[src/rtl/tfsd_pkg.sv]
// Shared types and constants for the three-finger swipe detector.
// No dependencies; imported by the top level and the checker.
package tfsd_pkg;

    localparam int SUM_W      = 17;
    localparam int EL_W       = 16;
    localparam int THR_W      = 16;
    localparam int VEL_W      = 24;
    localparam int COUNT_W    = 4;
    localparam int VNUM_W     = 23;
    localparam int DIV3_W     = 2;
    localparam int IN_TDATA_W = 96;
    localparam int IN_TUSER_W = 3;
    localparam int OUT_TDATA_W = 32;
    localparam int CFG_IDX_W  = 1;

    typedef enum logic [2:0] {
        FUNC_BEGIN  = 3'd0,
        FUNC_UPDATE = 3'd1,
        FUNC_END    = 3'd2,
        FUNC_RESET  = 3'd3,
        FUNC_OTHER  = 3'd4
    } func_t;

    typedef enum logic [2:0] {
        V_IGNORE  = 3'd0,
        V_MAYBE   = 3'd1,
        V_TRIGGER = 3'd2,
        V_FINISH  = 3'd3,
        V_CANCEL  = 3'd4
    } verdict_t;

    // Horizontal: NEG is left, POS is right. Vertical: NEG is up, POS is down.
    typedef enum logic [1:0] {
        DIR_NONE = 2'd0,
        DIR_NEG  = 2'd1,
        DIR_POS  = 2'd2
    } dir_t;

    typedef enum logic [1:0] {
        PH_NONE    = 2'd0,
        PH_STARTED = 2'd1,
        PH_THREE   = 2'd2
    } phase_t;

    typedef enum logic [2:0] {
        S_IDLE = 3'd0,
        S_DIV3 = 3'd1,
        S_DIST = 3'd2,
        S_VDIV = 3'd3,
        S_DONE = 3'd4
    } seq_t;

    localparam logic [CFG_IDX_W-1:0] CFG_MOVE_THR = 1'b0;
    localparam logic [CFG_IDX_W-1:0] CFG_TURN_THR = 1'b1;

    localparam logic [THR_W-1:0]   MOVE_THR_RST    = 16'd50;
    localparam logic [THR_W-1:0]   TURN_THR_RST    = 16'd6;
    localparam logic [15:0]        NINE_TENTHS_Q16 = 16'd58982;
    localparam logic [DIV3_W-1:0]  DIV3_DEN        = 2'd3;
    localparam logic [COUNT_W-1:0] THREE_POINTS    = 4'd3;

    localparam logic signed [VEL_W-1:0] VEL_ONE = 24'sd256;
    localparam logic signed [VEL_W-1:0] VEL_MAX = 24'sh7FFFFF;
    localparam logic signed [VEL_W-1:0] VEL_MIN = 24'sh800000;

endpackage

[src/rtl/three_finger_swipe_detector_unit.sv]
// Three-finger swipe detector. A three-point update runs two bit-serial division
// passes: mean movement over three on x and y (17 steps), then distance * 256 over
// elapsed time (23 steps). Every other event goes straight to the result register.
// The next item is taken only after the result is registered.
// Reset (rst_n, asynchronous, active low) clears the gesture state and restores
// the default thresholds.
module three_finger_swipe_detector_unit (
    input  logic                              clk,
    input  logic                              rst_n,
    input  logic                              s_tvalid,
    output logic                              s_tready,
    // point_count, gesture_active, any_pressed, sum_x, sum_y,
    // press_sum_x, press_sum_y, elapsed_ms
    input  logic [tfsd_pkg::IN_TDATA_W-1:0]   s_tdata,
    // func
    input  logic [tfsd_pkg::IN_TUSER_W-1:0]   s_tuser,
    output logic                              m_tvalid,
    input  logic                              m_tready,
    // verdict, horizontal, vertical, speed
    output logic [tfsd_pkg::OUT_TDATA_W-1:0]  m_tdata,
    input  logic                              cfg_valid,
    output logic                              cfg_ready,
    input  logic [tfsd_pkg::CFG_IDX_W-1:0]    cfg_index,
    input  logic [tfsd_pkg::THR_W-1:0]        cfg_data
);

    import tfsd_pkg::*;

    logic [2:0]         in_func;
    logic [COUNT_W-1:0] in_count;
    logic               in_active;
    logic               in_pressed;
    logic [SUM_W-1:0]   in_sum_x;
    logic [SUM_W-1:0]   in_sum_y;
    logic [SUM_W-1:0]   in_press_x;
    logic [SUM_W-1:0]   in_press_y;
    logic [EL_W-1:0]    in_el;

    seq_t                     state_reg;
    seq_t                     state_next;
    phase_t                   phase_reg;
    logic                     have_ref_reg;
    logic [SUM_W-1:0]         ref_x_reg;
    logic [SUM_W-1:0]         ref_y_reg;
    dir_t                     horiz_reg;
    dir_t                     vert_reg;
    logic signed [VEL_W-1:0]  vel_reg;
    logic [THR_W-1:0]         move_thr_reg;
    logic [THR_W-1:0]         turn_thr_reg;

    phase_t                   phase_next;
    logic                     have_ref_next;
    logic [SUM_W-1:0]         ref_x_next;
    logic [SUM_W-1:0]         ref_y_next;
    dir_t                     horiz_next;
    dir_t                     vert_next;
    logic signed [VEL_W-1:0]  vel_next;
    verdict_t                 verdict_next;

    logic [2:0]         func_reg;
    logic [COUNT_W-1:0] count_reg;
    logic               active_reg;
    logic               pressed_reg;
    logic [SUM_W-1:0]   sum_x_reg;
    logic [SUM_W-1:0]   sum_y_reg;
    logic [SUM_W-1:0]   rsel_x_reg;
    logic [SUM_W-1:0]   rsel_y_reg;
    logic [EL_W-1:0]    el_reg;
    logic               dx_neg_reg;
    logic               dy_neg_reg;
    logic               three_reg;
    logic               dist_neg_reg;

    logic               accept;
    logic               serial_in;
    logic               div3_start;
    logic               vdiv_start;
    logic               commit;
    logic [SUM_W-1:0]   rsel_x;
    logic [SUM_W-1:0]   rsel_y;
    logic [SUM_W:0]     dx;
    logic [SUM_W:0]     dy;
    logic [SUM_W-1:0]   dx_mag;
    logic [SUM_W-1:0]   dy_mag;

    logic               divx_done;
    logic               divy_done;
    logic               vdiv_done;
    logic [SUM_W-1:0]   qx;
    logic [SUM_W-1:0]   qy;
    logic [VNUM_W-1:0]  vq;
    logic [VNUM_W-1:0]  vnum;
    logic [EL_W-1:0]    el_den;

    logic signed [SUM_W:0] xd;
    logic signed [SUM_W:0] yd;
    logic signed [SUM_W:0] dist_sel;
    logic [SUM_W:0]        dist_abs;

    logic               mul_run_reg;
    logic [3:0]         mul_idx_reg;
    logic               mul_neg_reg;
    logic [VEL_W-1:0]   mul_mag_reg;
    logic [VEL_W-1:0]   mul_hi_reg;
    logic [15:0]        mul_lo_reg;
    logic [VEL_W:0]     mul_sum;
    logic [VEL_W-1:0]   vel_mag;

    logic [VEL_W:0]           dec_mag;
    logic signed [VEL_W+1:0]  dec_s;
    logic signed [VEL_W+1:0]  term_s;
    logic signed [VEL_W+1:0]  vsum;
    logic signed [VEL_W-1:0]  vel_sat;

    logic               x_big;
    logic               y_big;
    logic               x_turn;
    logic               y_turn;
    dir_t               nh;
    dir_t               nv;

    logic                     m_tvalid_reg;
    verdict_t                 out_verdict_reg;
    dir_t                     out_horiz_reg;
    dir_t                     out_vert_reg;
    logic signed [VEL_W-1:0]  out_speed_reg;

    assign in_func    = s_tuser;
    assign in_count   = s_tdata[3:0];
    assign in_active  = s_tdata[4];
    assign in_pressed = s_tdata[5];
    assign in_sum_x   = s_tdata[22:6];
    assign in_sum_y   = s_tdata[39:23];
    assign in_press_x = s_tdata[56:40];
    assign in_press_y = s_tdata[73:57];
    assign in_el      = s_tdata[89:74];

    assign cfg_ready = 1'b1;

    // sequencer: next state
    always_comb
    begin
        state_next = state_reg;
        case (state_reg)
            S_IDLE:
            begin
                if (accept)
                begin
                    state_next = serial_in ? S_DIV3 : S_DONE;
                end
            end
            S_DIV3:
            begin
                if (divx_done && divy_done)
                begin
                    state_next = S_DIST;
                end
            end
            S_DIST:
            begin
                state_next = S_VDIV;
            end
            S_VDIV:
            begin
                if (vdiv_done)
                begin
                    state_next = S_DONE;
                end
            end
            S_DONE:
            begin
                if (commit)
                begin
                    state_next = S_IDLE;
                end
            end
            default:
            begin
                state_next = S_IDLE;
            end
        endcase
    end

    // sequencer: outputs
    always_comb
    begin
        s_tready   = (state_reg == S_IDLE);
        accept     = s_tvalid && s_tready;
        div3_start = accept && serial_in;
        vdiv_start = (state_reg == S_DIST);
        commit     = (state_reg == S_DONE) && (!m_tvalid_reg || m_tready);
    end

    always_ff @(posedge clk or negedge rst_n)
    begin
        if (!rst_n)
        begin
            state_reg <= S_IDLE;
        end
        else
        begin
            state_reg <= state_next;
        end
    end

    always_comb
    begin
        serial_in = (in_func == FUNC_UPDATE) && (phase_reg != PH_NONE)
                    && (in_count == THREE_POINTS);
        rsel_x = have_ref_reg ? ref_x_reg : in_press_x;
        rsel_y = have_ref_reg ? ref_y_reg : in_press_y;
        dx     = {1'b0, in_sum_x} - {1'b0, rsel_x};
        dy     = {1'b0, in_sum_y} - {1'b0, rsel_y};
        dx_mag = dx[SUM_W] ? SUM_W'(-dx) : dx[SUM_W-1:0];
        dy_mag = dy[SUM_W] ? SUM_W'(-dy) : dy[SUM_W-1:0];
        vel_mag = vel_reg[VEL_W-1] ? VEL_W'(-vel_reg) : VEL_W'(vel_reg);
    end

    always_ff @(posedge clk)
    begin
        if (accept)
        begin
            func_reg    <= in_func;
            count_reg   <= in_count;
            active_reg  <= in_active;
            pressed_reg <= in_pressed;
            sum_x_reg   <= in_sum_x;
            sum_y_reg   <= in_sum_y;
            rsel_x_reg  <= rsel_x;
            rsel_y_reg  <= rsel_y;
            el_reg      <= in_el;
            dx_neg_reg  <= dx[SUM_W];
            dy_neg_reg  <= dy[SUM_W];
            three_reg   <= serial_in;
        end
        if (vdiv_start)
        begin
            dist_neg_reg <= dist_sel[SUM_W];
        end
    end

    tfsd_sdiv #(
        .NUM_W (SUM_W),
        .DEN_W (DIV3_W)
    ) u_div_x (
        .clk   (clk),
        .rst_n (rst_n),
        .start (div3_start),
        .num   (dx_mag),
        .den   (DIV3_DEN),
        .done  (divx_done),
        .quo   (qx)
    );

    tfsd_sdiv #(
        .NUM_W (SUM_W),
        .DEN_W (DIV3_W)
    ) u_div_y (
        .clk   (clk),
        .rst_n (rst_n),
        .start (div3_start),
        .num   (dy_mag),
        .den   (DIV3_DEN),
        .done  (divy_done),
        .quo   (qy)
    );

    always_comb
    begin
        xd       = dx_neg_reg ? -$signed({1'b0, qx}) : $signed({1'b0, qx});
        yd       = dy_neg_reg ? -$signed({1'b0, qy}) : $signed({1'b0, qy});
        dist_sel = (xd >= yd) ? xd : yd;
        dist_abs = dist_sel[SUM_W] ? (SUM_W + 1)'(-dist_sel) : dist_sel;
        vnum     = {dist_abs[VNUM_W-9:0], 8'd0};
        el_den   = (el_reg == '0) ? EL_W'(1) : el_reg;
    end

    tfsd_sdiv #(
        .NUM_W (VNUM_W),
        .DEN_W (EL_W)
    ) u_div_v (
        .clk   (clk),
        .rst_n (rst_n),
        .start (vdiv_start),
        .num   (vnum),
        .den   (el_den),
        .done  (vdiv_done),
        .quo   (vq)
    );

    // decay product |v| * 0.9 in Q16, multiplier bits taken LSB first
    assign mul_sum = {1'b0, mul_hi_reg}
                     + (NINE_TENTHS_Q16[mul_idx_reg] ? {1'b0, mul_mag_reg} : '0);

    always_ff @(posedge clk or negedge rst_n)
    begin
        if (!rst_n)
        begin
            mul_run_reg <= 1'b0;
            mul_idx_reg <= '0;
        end
        else if (div3_start)
        begin
            mul_run_reg <= 1'b1;
            mul_idx_reg <= '0;
        end
        else if (mul_run_reg)
        begin
            mul_idx_reg <= mul_idx_reg + 1'b1;
            if (mul_idx_reg == 4'hF)
            begin
                mul_run_reg <= 1'b0;
            end
        end
    end

    always_ff @(posedge clk)
    begin
        if (div3_start)
        begin
            mul_mag_reg <= vel_mag;
            mul_neg_reg <= vel_reg[VEL_W-1];
            mul_hi_reg  <= '0;
            mul_lo_reg  <= '0;
        end
        else if (mul_run_reg)
        begin
            mul_hi_reg <= mul_sum[VEL_W:1];
            mul_lo_reg <= {mul_sum[0], mul_lo_reg[15:1]};
        end
    end

    always_comb
    begin
        dec_mag = {1'b0, mul_hi_reg} + (VEL_W + 1)'(mul_lo_reg[15]);
        dec_s   = mul_neg_reg ? -$signed({1'b0, dec_mag}) : $signed({1'b0, dec_mag});
        term_s  = dist_neg_reg ? -$signed({3'b000, vq}) : $signed({3'b000, vq});
        vsum    = dec_s + term_s;
        if (vsum > $signed((VEL_W + 2)'(VEL_MAX)))
        begin
            vel_sat = VEL_MAX;
        end
        else if (vsum < -$signed((VEL_W + 2)'(26'd8388608)))
        begin
            vel_sat = VEL_MIN;
        end
        else
        begin
            vel_sat = vsum[VEL_W-1:0];
        end
    end

    // resolve the event against the gesture state
    always_comb
    begin
        x_big  = qx > {1'b0, move_thr_reg};
        y_big  = qy > {1'b0, move_thr_reg};
        x_turn = qx > {1'b0, turn_thr_reg};
        y_turn = qy > {1'b0, turn_thr_reg};
        nh     = (!dx_neg_reg && (qx != '0)) ? DIR_POS : DIR_NEG;
        nv     = (!dy_neg_reg && (qy != '0)) ? DIR_POS : DIR_NEG;

        phase_next    = phase_reg;
        have_ref_next = have_ref_reg;
        ref_x_next    = ref_x_reg;
        ref_y_next    = ref_y_reg;
        horiz_next    = horiz_reg;
        vert_next     = vert_reg;
        vel_next      = vel_reg;
        verdict_next  = V_IGNORE;

        case (func_reg)
            FUNC_BEGIN:
            begin
                vel_next     = VEL_ONE;
                phase_next   = PH_STARTED;
                verdict_next = V_MAYBE;
            end
            FUNC_UPDATE:
            begin
                if (phase_reg == PH_NONE)
                begin
                    verdict_next = V_CANCEL;
                end
                else if (three_reg)
                begin
                    phase_next    = PH_THREE;
                    have_ref_next = 1'b1;
                    ref_x_next    = rsel_x_reg;
                    ref_y_next    = rsel_y_reg;
                    vel_next      = vel_sat;
                    if (x_big || y_big)
                    begin
                        ref_x_next   = sum_x_reg;
                        ref_y_next   = sum_y_reg;
                        verdict_next = V_TRIGGER;
                        if ((vert_reg == DIR_NONE) || y_turn)
                        begin
                            if ((vert_reg != DIR_NONE) && (vert_reg != nv))
                            begin
                                verdict_next = V_CANCEL;
                            end
                            vert_next = nv;
                        end
                        if ((horiz_reg == DIR_NONE) || x_turn)
                        begin
                            if ((horiz_reg != DIR_NONE) && (horiz_reg != nh))
                            begin
                                verdict_next = V_CANCEL;
                            end
                            horiz_next = nh;
                        end
                    end
                    else
                    begin
                        verdict_next = active_reg ? V_TRIGGER : V_MAYBE;
                    end
                end
                else if (count_reg > THREE_POINTS)
                begin
                    verdict_next = V_CANCEL;
                end
                else if (phase_reg == PH_THREE)
                begin
                    verdict_next = pressed_reg ? V_CANCEL : V_IGNORE;
                end
                else
                begin
                    verdict_next = V_IGNORE;
                end
            end
            FUNC_END:
            begin
                verdict_next = active_reg ? V_FINISH : V_CANCEL;
            end
            FUNC_RESET:
            begin
                phase_next    = PH_NONE;
                have_ref_next = 1'b0;
                ref_x_next    = '0;
                ref_y_next    = '0;
                horiz_next    = DIR_NONE;
                vert_next     = DIR_NONE;
                vel_next      = '0;
            end
            default:
            begin
                verdict_next = V_IGNORE;
            end
        endcase
    end

    always_ff @(posedge clk or negedge rst_n)
    begin
        if (!rst_n)
        begin
            phase_reg    <= PH_NONE;
            have_ref_reg <= 1'b0;
            ref_x_reg    <= '0;
            ref_y_reg    <= '0;
            horiz_reg    <= DIR_NONE;
            vert_reg     <= DIR_NONE;
            vel_reg      <= '0;
        end
        else if (commit)
        begin
            phase_reg    <= phase_next;
            have_ref_reg <= have_ref_next;
            ref_x_reg    <= ref_x_next;
            ref_y_reg    <= ref_y_next;
            horiz_reg    <= horiz_next;
            vert_reg     <= vert_next;
            vel_reg      <= vel_next;
        end
    end

    always_ff @(posedge clk or negedge rst_n)
    begin
        if (!rst_n)
        begin
            move_thr_reg <= MOVE_THR_RST;
            turn_thr_reg <= TURN_THR_RST;
        end
        else if (cfg_valid && cfg_ready)
        begin
            case (cfg_index)
                CFG_MOVE_THR: move_thr_reg <= cfg_data;
                CFG_TURN_THR: turn_thr_reg <= cfg_data;
                default:
                begin
                end
            endcase
        end
    end

    // output register: hold until taken
    always_ff @(posedge clk or negedge rst_n)
    begin
        if (!rst_n)
        begin
            m_tvalid_reg <= 1'b0;
        end
        else if (commit)
        begin
            m_tvalid_reg <= 1'b1;
        end
        else if (m_tready)
        begin
            m_tvalid_reg <= 1'b0;
        end
    end

    always_ff @(posedge clk)
    begin
        if (commit)
        begin
            out_verdict_reg <= verdict_next;
            out_horiz_reg   <= horiz_next;
            out_vert_reg    <= vert_next;
            out_speed_reg   <= vel_next;
        end
    end

    assign m_tvalid = m_tvalid_reg;
    assign m_tdata  = {1'b0, out_speed_reg, out_vert_reg, out_horiz_reg, out_verdict_reg};

endmodule

[src/rtl/tfsd_sdiv.sv]
// Bit-serial restoring divider, one quotient bit per cycle.
// Stand-alone; instantiated by the swipe detector top level.
module tfsd_sdiv #(
    parameter int NUM_W = 17,
    parameter int DEN_W = 2
) (
    input  logic             clk,
    input  logic             rst_n,
    input  logic             start,
    input  logic [NUM_W-1:0] num,
    input  logic [DEN_W-1:0] den,
    output logic             done,
    output logic [NUM_W-1:0] quo
);

    localparam int CNT_W = $clog2(NUM_W + 1);

    logic             run_reg;
    logic             done_reg;
    logic [CNT_W-1:0] cnt_reg;
    logic [NUM_W-1:0] quo_reg;
    logic [DEN_W:0]   rem_reg;
    logic [DEN_W-1:0] den_reg;

    logic [DEN_W:0]   rem_shift;
    logic [DEN_W:0]   rem_diff;
    logic             take;
    logic [DEN_W:0]   rem_next;
    logic [NUM_W-1:0] quo_next;

    always_comb
    begin
        rem_shift = {rem_reg[DEN_W-1:0], quo_reg[NUM_W-1]};
        rem_diff  = rem_shift - {1'b0, den_reg};
        take      = (rem_shift >= {1'b0, den_reg});
        rem_next  = take ? rem_diff : rem_shift;
        quo_next  = {quo_reg[NUM_W-2:0], take};
    end

    always_ff @(posedge clk or negedge rst_n)
    begin
        if (!rst_n)
        begin
            run_reg  <= 1'b0;
            done_reg <= 1'b0;
            cnt_reg  <= '0;
        end
        else if (start)
        begin
            run_reg  <= 1'b1;
            done_reg <= 1'b0;
            cnt_reg  <= '0;
        end
        else if (run_reg)
        begin
            cnt_reg <= cnt_reg + 1'b1;
            if (cnt_reg == CNT_W'(NUM_W - 1))
            begin
                run_reg  <= 1'b0;
                done_reg <= 1'b1;
            end
        end
        else
        begin
            done_reg <= 1'b0;
        end
    end

    always_ff @(posedge clk)
    begin
        if (start)
        begin
            quo_reg <= num;
            rem_reg <= '0;
            den_reg <= den;
        end
        else if (run_reg)
        begin
            quo_reg <= quo_next;
            rem_reg <= rem_next;
        end
    end

    assign done = done_reg;
    assign quo  = quo_reg;

endmodule

[config.mk]
export PLATFORM = sky130hd
export DESIGN_NAME = three_finger_swipe_detector_unit
export DESIGN_NICKNAME = d
export VERILOG_FILES = /design/src/rtl/tfsd_pkg.sv /design/src/rtl/three_finger_swipe_detector_unit.sv /design/src/rtl/tfsd_sdiv.sv
export SDC_FILE = /design/constraint.sdc
export NUM_CORES = 1
export LEC_CHECK = 0
export ABC_AREA = 1
export BUFFER_PORTS_ARGS = -buffer_cell sky130_fd_sc_hd__clkbuf_2
export CORE_MARGIN = 1.5
export CORE_UTILIZATION = 54
export DETAILED_ROUTE_END_ITERATION = 16
export GPL_TIMING_DRIVEN = 0
export PLACE_DENSITY = 0.74
export SLEW_MARGIN = 20
export SYNTH_ARGS = -nofsm -noshare
export SYNTH_HDL_FRONTEND = slang
export SYNTH_SLANG_ARGS = --single-unit
[constraint.sdc]
create_clock -name clk -period 14.05 [get_ports clk]
set_input_delay 0.7025 -clock clk [delete_from_list [all_inputs] [get_ports clk]]
set_output_delay 0.7025 -clock clk [all_outputs]
set_load 0.05 [all_outputs]
==> run summary, run 1 <==
asr flop ratio synth: 32.1%
Die Span Y: 230 um
Die W: 230 um
internal cell power: 1.97 mW
sw power: 0.636 mW
FP Rows: 82
Tot GR Track Use: 28.8%
placed insts: 4461
post-CTS setup buffer count: 0
Pre-antenna DRT Iters: 8
Netlist cell types: 63
initial detailed-routing violation count: 1842
clock transition at the registers of the reported paths: 60 ps
Yosys reg bits: 396
clock skew: 22.7 ps
critical path type: flop to flop
Max Cap Viol: 0
Syn Area/Cell: 7.65 um^2
fraction of layout cells with a size suffix above 1: 8.65%
Slew HR: 33.6%
hold-fix buffers at CTS: 0
status: finished clean
number of global-route vias before repair: 23100
Nets: 4165
Hold WS: 74.5 ps
DR WL/cell: 17.0 um
Initial Util: 55.1%
Final Hold Violating Endpoints: 0
Mapped Area: 0.0278 mm^2
CP dominant cell by count: nand2_1
DR vias: 24700
Residual DRC: 0
CTS sink count: 396
Post-CTS Resized: 0
ys flop type: edfxtp_1
IO Pins: 156
Layout area overhead: 11.7%
Worst setup SP type: flop
RSZ-0062 raised after global routing: false
total wire length: 77100 um
Reg power frac: 47.5%
CP max stage cell: o21ai_0
Max VDD drop: 0.114 mV
DRT antenna net count: 0
hpwl dp: 61000 um
Synthesis Warnings: 0
required time worst endpoint: 14400 ps
CTS root buffer: clkbuf_16
first-pass GRT wire length: 121000 um
CTS tree: built
Clk pwr share: 45.0%
fin crit share: 41.6%
number of synthesized flops with an enable pin: 216
remaining global-route overflow: 0
GP Congestion: 0.968
largest net degree at the start of global routing: 76
CTS buffer count: 45
CP endpoint kind: flop
FMAX: 171 MHz
minimum clock period: 5840 ps
Logic pwr share: 7.4%
vias per cell: 5.44
syn nets: 3964
Skew-Pair Late Insertion Delay: 610 ps
switching portion of total power: 24.4%
worst min-delay path class: primary input to async pin
Power per Cell Area: 83.9 mW/mm^2
crit path DAT: 6190 ps
Post-Layout Cell Count: 4546
final max-slew violation count: 0
initial antenna violation count: 1
CTS Buffer Depth: 3
H-tree Lvls: 2
Final setup viols: 0
Synth Instances: 3635
leakage power: 14.8 nW
die area: 0.0529 mm^2
PortBufs: 147
setup TNS: 0 ps
total chip power: 2.61 mW
CP max FO: 6
post-synthesis sequential area ratio: 38.6%
Max stage delay on crit path: 640 ps
core area: 0.0505 mm^2
Slew @ Worst Pin: 988 ps
-- layer usage --
| metal | up-vias | track usage (%) | routed length [um] | share of wire (%) |
|---|---|---|---|---|
| li1 | 12400 | - | - | - |
| met1 | 11300 | 37.7 | 33100 | 43 |
| met2 | 788 | 48.4 | 36300 | 47 |
| met3 | 152 | 3.79 | 4750 | 6.2 |
| met4 | 2 | 11.1 | 2910 | 3.8 |
| met5 | - | 0 | 4 | 0.0052 |
-- cells by family after synthesis --
kind of cell             after synthesis  synth area share, %
multiplexers                           1               0.0405
flip-flops                           396                 38.6
AND/OR/NAND/NOR                     1546                 23.8
other                                  2               0.0270
XOR/XNOR                             193                 6.08
AO/OA/AOI/OAI                        656                 13.3
adder cells (fa/ha/maj)              208                 9.49
buffers and inverters                633                 8.69
-- power groups by stage --
stage | combinational, mW | sequential, mW | clock (mW)
detailed placement | 0.192 | 1.26 | 0
floorplan | 0.123 | 1.26 | 0
finish | 0.194 | 1.24 | 1.17
CTS | 0.193 | 1.24 | 1.19
global placement | 0.187 | 1.26 | 0
global route | 0.220 | 1.24 | 1.24
-- cell usage in the layout (no fill, tap or decap), types with 122 or more instances in the layout --
| cell | count |
|---|---|
| nand3_1 | 154 |
| nand2_1 | 869 |
| a21oi_1 | 179 |
| ha_1 | 203 |
| inv_1 | 519 |
| nor2_1 | 289 |
| o21ai_0 | 298 |
| clkbuf_2 | 149 |
| xor2_1 | 147 |
| edfxtp_1 | 216 |
| dfrtp_1 | 122 |
-- cells in the mapped netlist (all sizes together), types with 7 or more instances --
cell,count,share of area (%)
a21o,16,0.43
a21oi,179,3.2
a22oi,9,0.24
a31oi,9,0.20
buf,17,0.37
clkbuf,80,1.1
clkinv,11,0.15
dfrtp,122,11
dfxtp,53,3.8
edfxtp,216,23
ha,203,9.1
inv,525,7.1
nand2,888,12
nand3,158,2.9
nand3b,20,0.54
nand4,55,1.2
nor2,300,4.2
nor3,63,1.2
nor4,22,0.49
o211ai,24,0.65
o21a,7,0.19
o21ai,333,6.3
o21bai,18,0.49
o22ai,29,0.65
or2,25,0.56
xnor2,46,1.4
xor2,147,4.6
-- final cells by class --
| class | instances | area, um^2 |
|---|---|---|
| inverters | 536 | 2010 |
| clock buffers | 66 | 1300 |
| repair buffers | 154 | 922 |
| clock inverters | 18 | 189 |
| flip-flops and latches | 396 | 10700 |
| well taps | 672 | 841 |
| fillers | 4573 | 19400 |
| plain buffers | 97 | 408 |
| diodes | 1 | 2.50 |
| multi-input cells | 2606 | 14700 |
-- per-stage QoR --
stage / cell area, um^2 / util [%] / setup slack (ps)
finish: 31100 / 61.5 / 8210
global placement: 29400 / 58.2 / 7040
CTS: 31100 / 61.5 / 8340
floorplan: 27800 / - / 8860
detailed placement: 29600 / 58.6 / 8370
global route: 31100 / 61.5 / 7740
-- final timing paths --
path	slack (ps)	cells after the start	end	start
max	8210	29	u_div_v.quo[22]$_DFFE_PP_	u_div_y.quo[0]$_DFFE_PP_
min	70	1	turn_thr_reg[7]$_DFFE_PN0P_	rst_n
max reg2reg	8210	29	u_div_v.quo[22]$_DFFE_PP_	u_div_y.quo[0]$_DFFE_PP_
min reg2reg	470	1	u_div_v.cnt_reg[3]$_DFFE_PN0P_	u_div_v.cnt_reg[3]$_DFFE_PN0P_
max in group asynchronous	13170	2	vel_reg[7]$_DFFE_PN0P_	rst_n
min in group clk	270	1	el_reg[14]$_DFFE_PP_	s_tdata[88]
-- worst max-delay path: cells and delay by family, from the launching register on --
family,cells,cell delay [ps]
and+or+nand+nor,19,2680
DFF,1,470
buffers and inverters,3,360
AOI/OAI and AO/OA,3,1010
adders and majority gates,4,1050
Note: power is estimated with default switching activity, not from simulation.
==> run 2, diff against run 1 <==
Settings changed: PLACE_DENSITY 0.74 to 0.77.
Clock period 14.05 ns to 4.75 ns, I/O delays scaled along.
==> run summary, run 2 (synthesis results as in run 1) <==
status: finished clean (unchanged)
Slew @ Worst Pin: 941 ps (was 988 ps)
Power per Cell Area: 243 mW/mm^2 (was 83.9 mW/mm^2)
CP delay by family, top: simple AND/OR/NAND/NOR gates (unchanged)
Final setup viols: 0 (unchanged)
Finished Cell Area: 0.0331 mm^2 (was 0.0311 mm^2)
worst min-delay path class: primary input to flop (was primary input to async pin)
hpwl dp: 60600 um (was 61000 um)
Nets: 4294 (was 4165)
Pre-antenna DRT Iters: 6 (was 8)
crit path DAT: 5110 ps (was 6190 ps)
Reg power frac: 45.5% (was 47.5%)
Slew HR: 36.8% (was 33.6%)
Logic pwr share: 8.1% (was 7.4%)
commonest non-fill, non-tap cell in the layout: nand2_1 (unchanged)
CTS buffer count: 46 (was 45)
total wire length: 82100 um (was 77100 um)
Worst setup SP type: flop (unchanged)
number of global-route vias before repair: 24700 (was 23100)
sw power: 1.96 mW (was 0.636 mW)
required time worst endpoint: 5280 ps (was 14400 ps)
Skew-Pair Late Insertion Delay: 620 ps (was 610 ps)
Bufs and invs on worst path: 4 (was 3)
PnR worst setup slack: 169 ps (was 8210 ps)
DR WL/cell: 17.6 um (was 17.0 um)
minimum clock period: 4580 ps (was 5840 ps)
dpl ws: -793 ps (was 8370 ps)
worst reg2reg setup slack: 170 ps (was 8210 ps)
vias per cell: 5.54 (was 5.44)
Max VDD drop: 0.271 mV (was 0.114 mV)
core area: 0.0505 mm^2 (unchanged)
Max stage delay on crit path: 360 ps (was 640 ps)
CTS sink count: 396 (unchanged)
Initial Util: 55.1% (unchanged)
GP Congestion: 0.975 (was 0.968)
largest net degree at the start of global routing: 65 (was 76)
Hold Path End: rsel_x_reg[13]$_DFFE_PP_
internal cell power: 6.09 mW (was 1.97 mW)
Post-Layout Cell Count: 4678 (was 4546)
leakage power: 15.6 nW (was 14.8 nW)
first-pass GRT wire length: 129000 um (was 121000 um)
fraction of layout cells with a size suffix above 1: 12.2% (was 8.65%)
CTS root buffer: clkbuf_16 (unchanged)
met3 Use GR: 3.83% (was 3.79%)
GRT Max-Usage Layer: met2 (unchanged)
IO Pins: 156 (unchanged)
Layout area overhead: 19.0% (was 11.7%)
FP Rows: 82 (unchanged)
clock transition at the registers of the reported paths: 70 ps (was 60 ps)
RSZ-0062 raised after global routing: true (was false)
area of the multi-input gates: 0.0153 mm^2 (was 0.0147 mm^2)
Crit Reg-Reg Startpoint: mul_lo_reg[15]$_SDFFE_PP0P_ (was u_div_y.quo[0]$_DFFE_PP_)
DR vias: 25900 (was 24700)
Final Hold Violating Endpoints: 0 (unchanged)
Die Span Y: 230 um (unchanged)
M2 GR Usage: 52.7% (was 48.4%)
most frequent cells in the layout: nand2_1 (818), inv_1 (512), o21ai_0 (282) (was nand2_1 (869), inv_1 (519), o21ai_0 (298))
Clk pwr share: 46.5% (was 45.0%)
PortBufs: 147 (unchanged)
critical path type: flop to flop (unchanged)
Residual DRC: 0 (unchanged)
met1 usage: 38.0% (was 37.7%)
H-tree Lvls: 2 (unchanged)
CTS tree: built (unchanged)
CP endpoint kind: flop (unchanged)
clock skew: 35.5 ps (was 22.7 ps)
min-delay src: s_tdata[53]
Hold Path Depth: 3
CP max stage cell: dfxtp_2 (was o21ai_0)
CP dominant cell by count: nand2_1 (unchanged)
Storage cell area: 0.0107 mm^2 (about the same)
placed insts: 4460 (was 4461)
final design utilization: 65.6% (was 61.5%)
die area: 0.0529 mm^2 (unchanged)
switching portion of total power: 24.4% (about the same)
Area after DPL: 0.0295 mm^2 (was 0.0296 mm^2)
initial antenna violation count: 2 (was 1)
CP max FO: 5 (was 6)
r2r endpoint: vel_reg[5]$_DFFE_PN0P_ (was u_div_v.quo[22]$_DFFE_PP_)
initial detailed-routing violation count: 2319 (was 1842)
CTS Buffer Depth: 3 (unchanged)
Hold WS: 4.35 ps (was 74.5 ps)
final max-slew violation count: 0 (unchanged)
Die W: 230 um (unchanged)
FMAX: 218 MHz (was 171 MHz)
remaining global-route overflow: 0 (unchanged)
Max Cap Viol: 0 (unchanged)
DRT antenna net count: 0 (unchanged)
Tot GR Track Use: 30.7% (was 28.8%)
Register-to-Register Path Depth: 37 (was 29)
# fillers: 4176 (was 4573)
fin crit share: 96.4% (was 41.6%)
run 2: changes by cell type in the layout (fill, tap and decap cells not counted), moves of 10 or more:
cell,before,now
nand2_1,869,818
ha_1,203,192
nand2_2,16,53
nand2_4,3,16
o21ai_0,298,282
nor2_1,289,279
buf_4,3,29
dlygate4sd3_1,0,100
ha_4,0,11
run 2: how the worst max path moves through the flow:
stage                                      from                          end  cells past startpoint
global route         mul_hi_reg[0]$_SDFFE_PP0P_       vel_reg[3]$_DFFE_PN0P_                     35
CTS                  mul_hi_reg[0]$_SDFFE_PP0P_   out_speed_reg[5]$_DFFE_PP_                     31
finish              mul_lo_reg[15]$_SDFFE_PP0P_       vel_reg[5]$_DFFE_PN0P_                     37
detailed placement     u_div_y.quo[0]$_DFFE_PP_    u_div_v.quo[19]$_DFFE_PP_                     29
global placement       u_div_y.quo[0]$_DFFE_PP_    u_div_v.quo[19]$_DFFE_PP_                     29
floorplan            mul_hi_reg[0]$_SDFFE_PP0P_  out_speed_reg[14]$_DFFE_PP_                     31
run 2: metal layers:
metal  wire length [um]  up-vias  part of all wire (%)
met5                 13        -                 0.016
met1              33300    11900                    41
met4               4680        2                   5.7
met2              38900     1026                    47
li1                   -    12700                     -
met3               5280      258                   6.4
run 2: worst min-delay path: cells and delay by family:
kind                   cells  cell delay [ps]
buffers and inverters      2              150
AOI/OAI and AO/OA          1              130
run 2: timing repair:
item / 4_1_cts / 5_1_grt
endpoints found under the hold margin: 178 / 0
hold buffers: 100 / 0
gates resized for setup: 27 / 170
cloned: 0 / 3
buffers inserted: 4 / 22
endpoints found under the setup margin: 61 / 62
pin swaps: 4 / 74
run 2: power groups by stage:
| stage | logic, mW | clock network (mW) | registers, mW |
|---|---|---|---|
| after floorplan | 0.364 | 0 | 3.73 |
| after global placement | 0.553 | 0 | 3.73 |
| after detailed placement | 0.566 | 0 | 3.73 |
| after CTS | 0.636 | 3.77 | 3.66 |
| after global routing | 0.731 | 3.92 | 3.67 |
| final | 0.650 | 3.74 | 3.66 |
run 2: layout make-up:
type | instances | share of cell area, %
antenna | 3 | 0.0227
multi-input combinational | 2606 | 46.3
tap | 672 | 2.54
clock buffer | 59 | 3.83
timing repair buffer | 282 | 6.42
buffer | 97 | 1.31
inverter | 536 | 6.12
sequential | 396 | 32.5
clock inverter | 27 | 0.983
run 2: metrics by stage:
stage	power [mW]	TNS, ps
6_report	8.06	0
3_5_place_dp	4.30	-20450
4_1_cts	8.07	0
5_1_grt	8.31	-3920
2_1_floorplan	4.09	0
3_3_place_gp	4.29	-18600
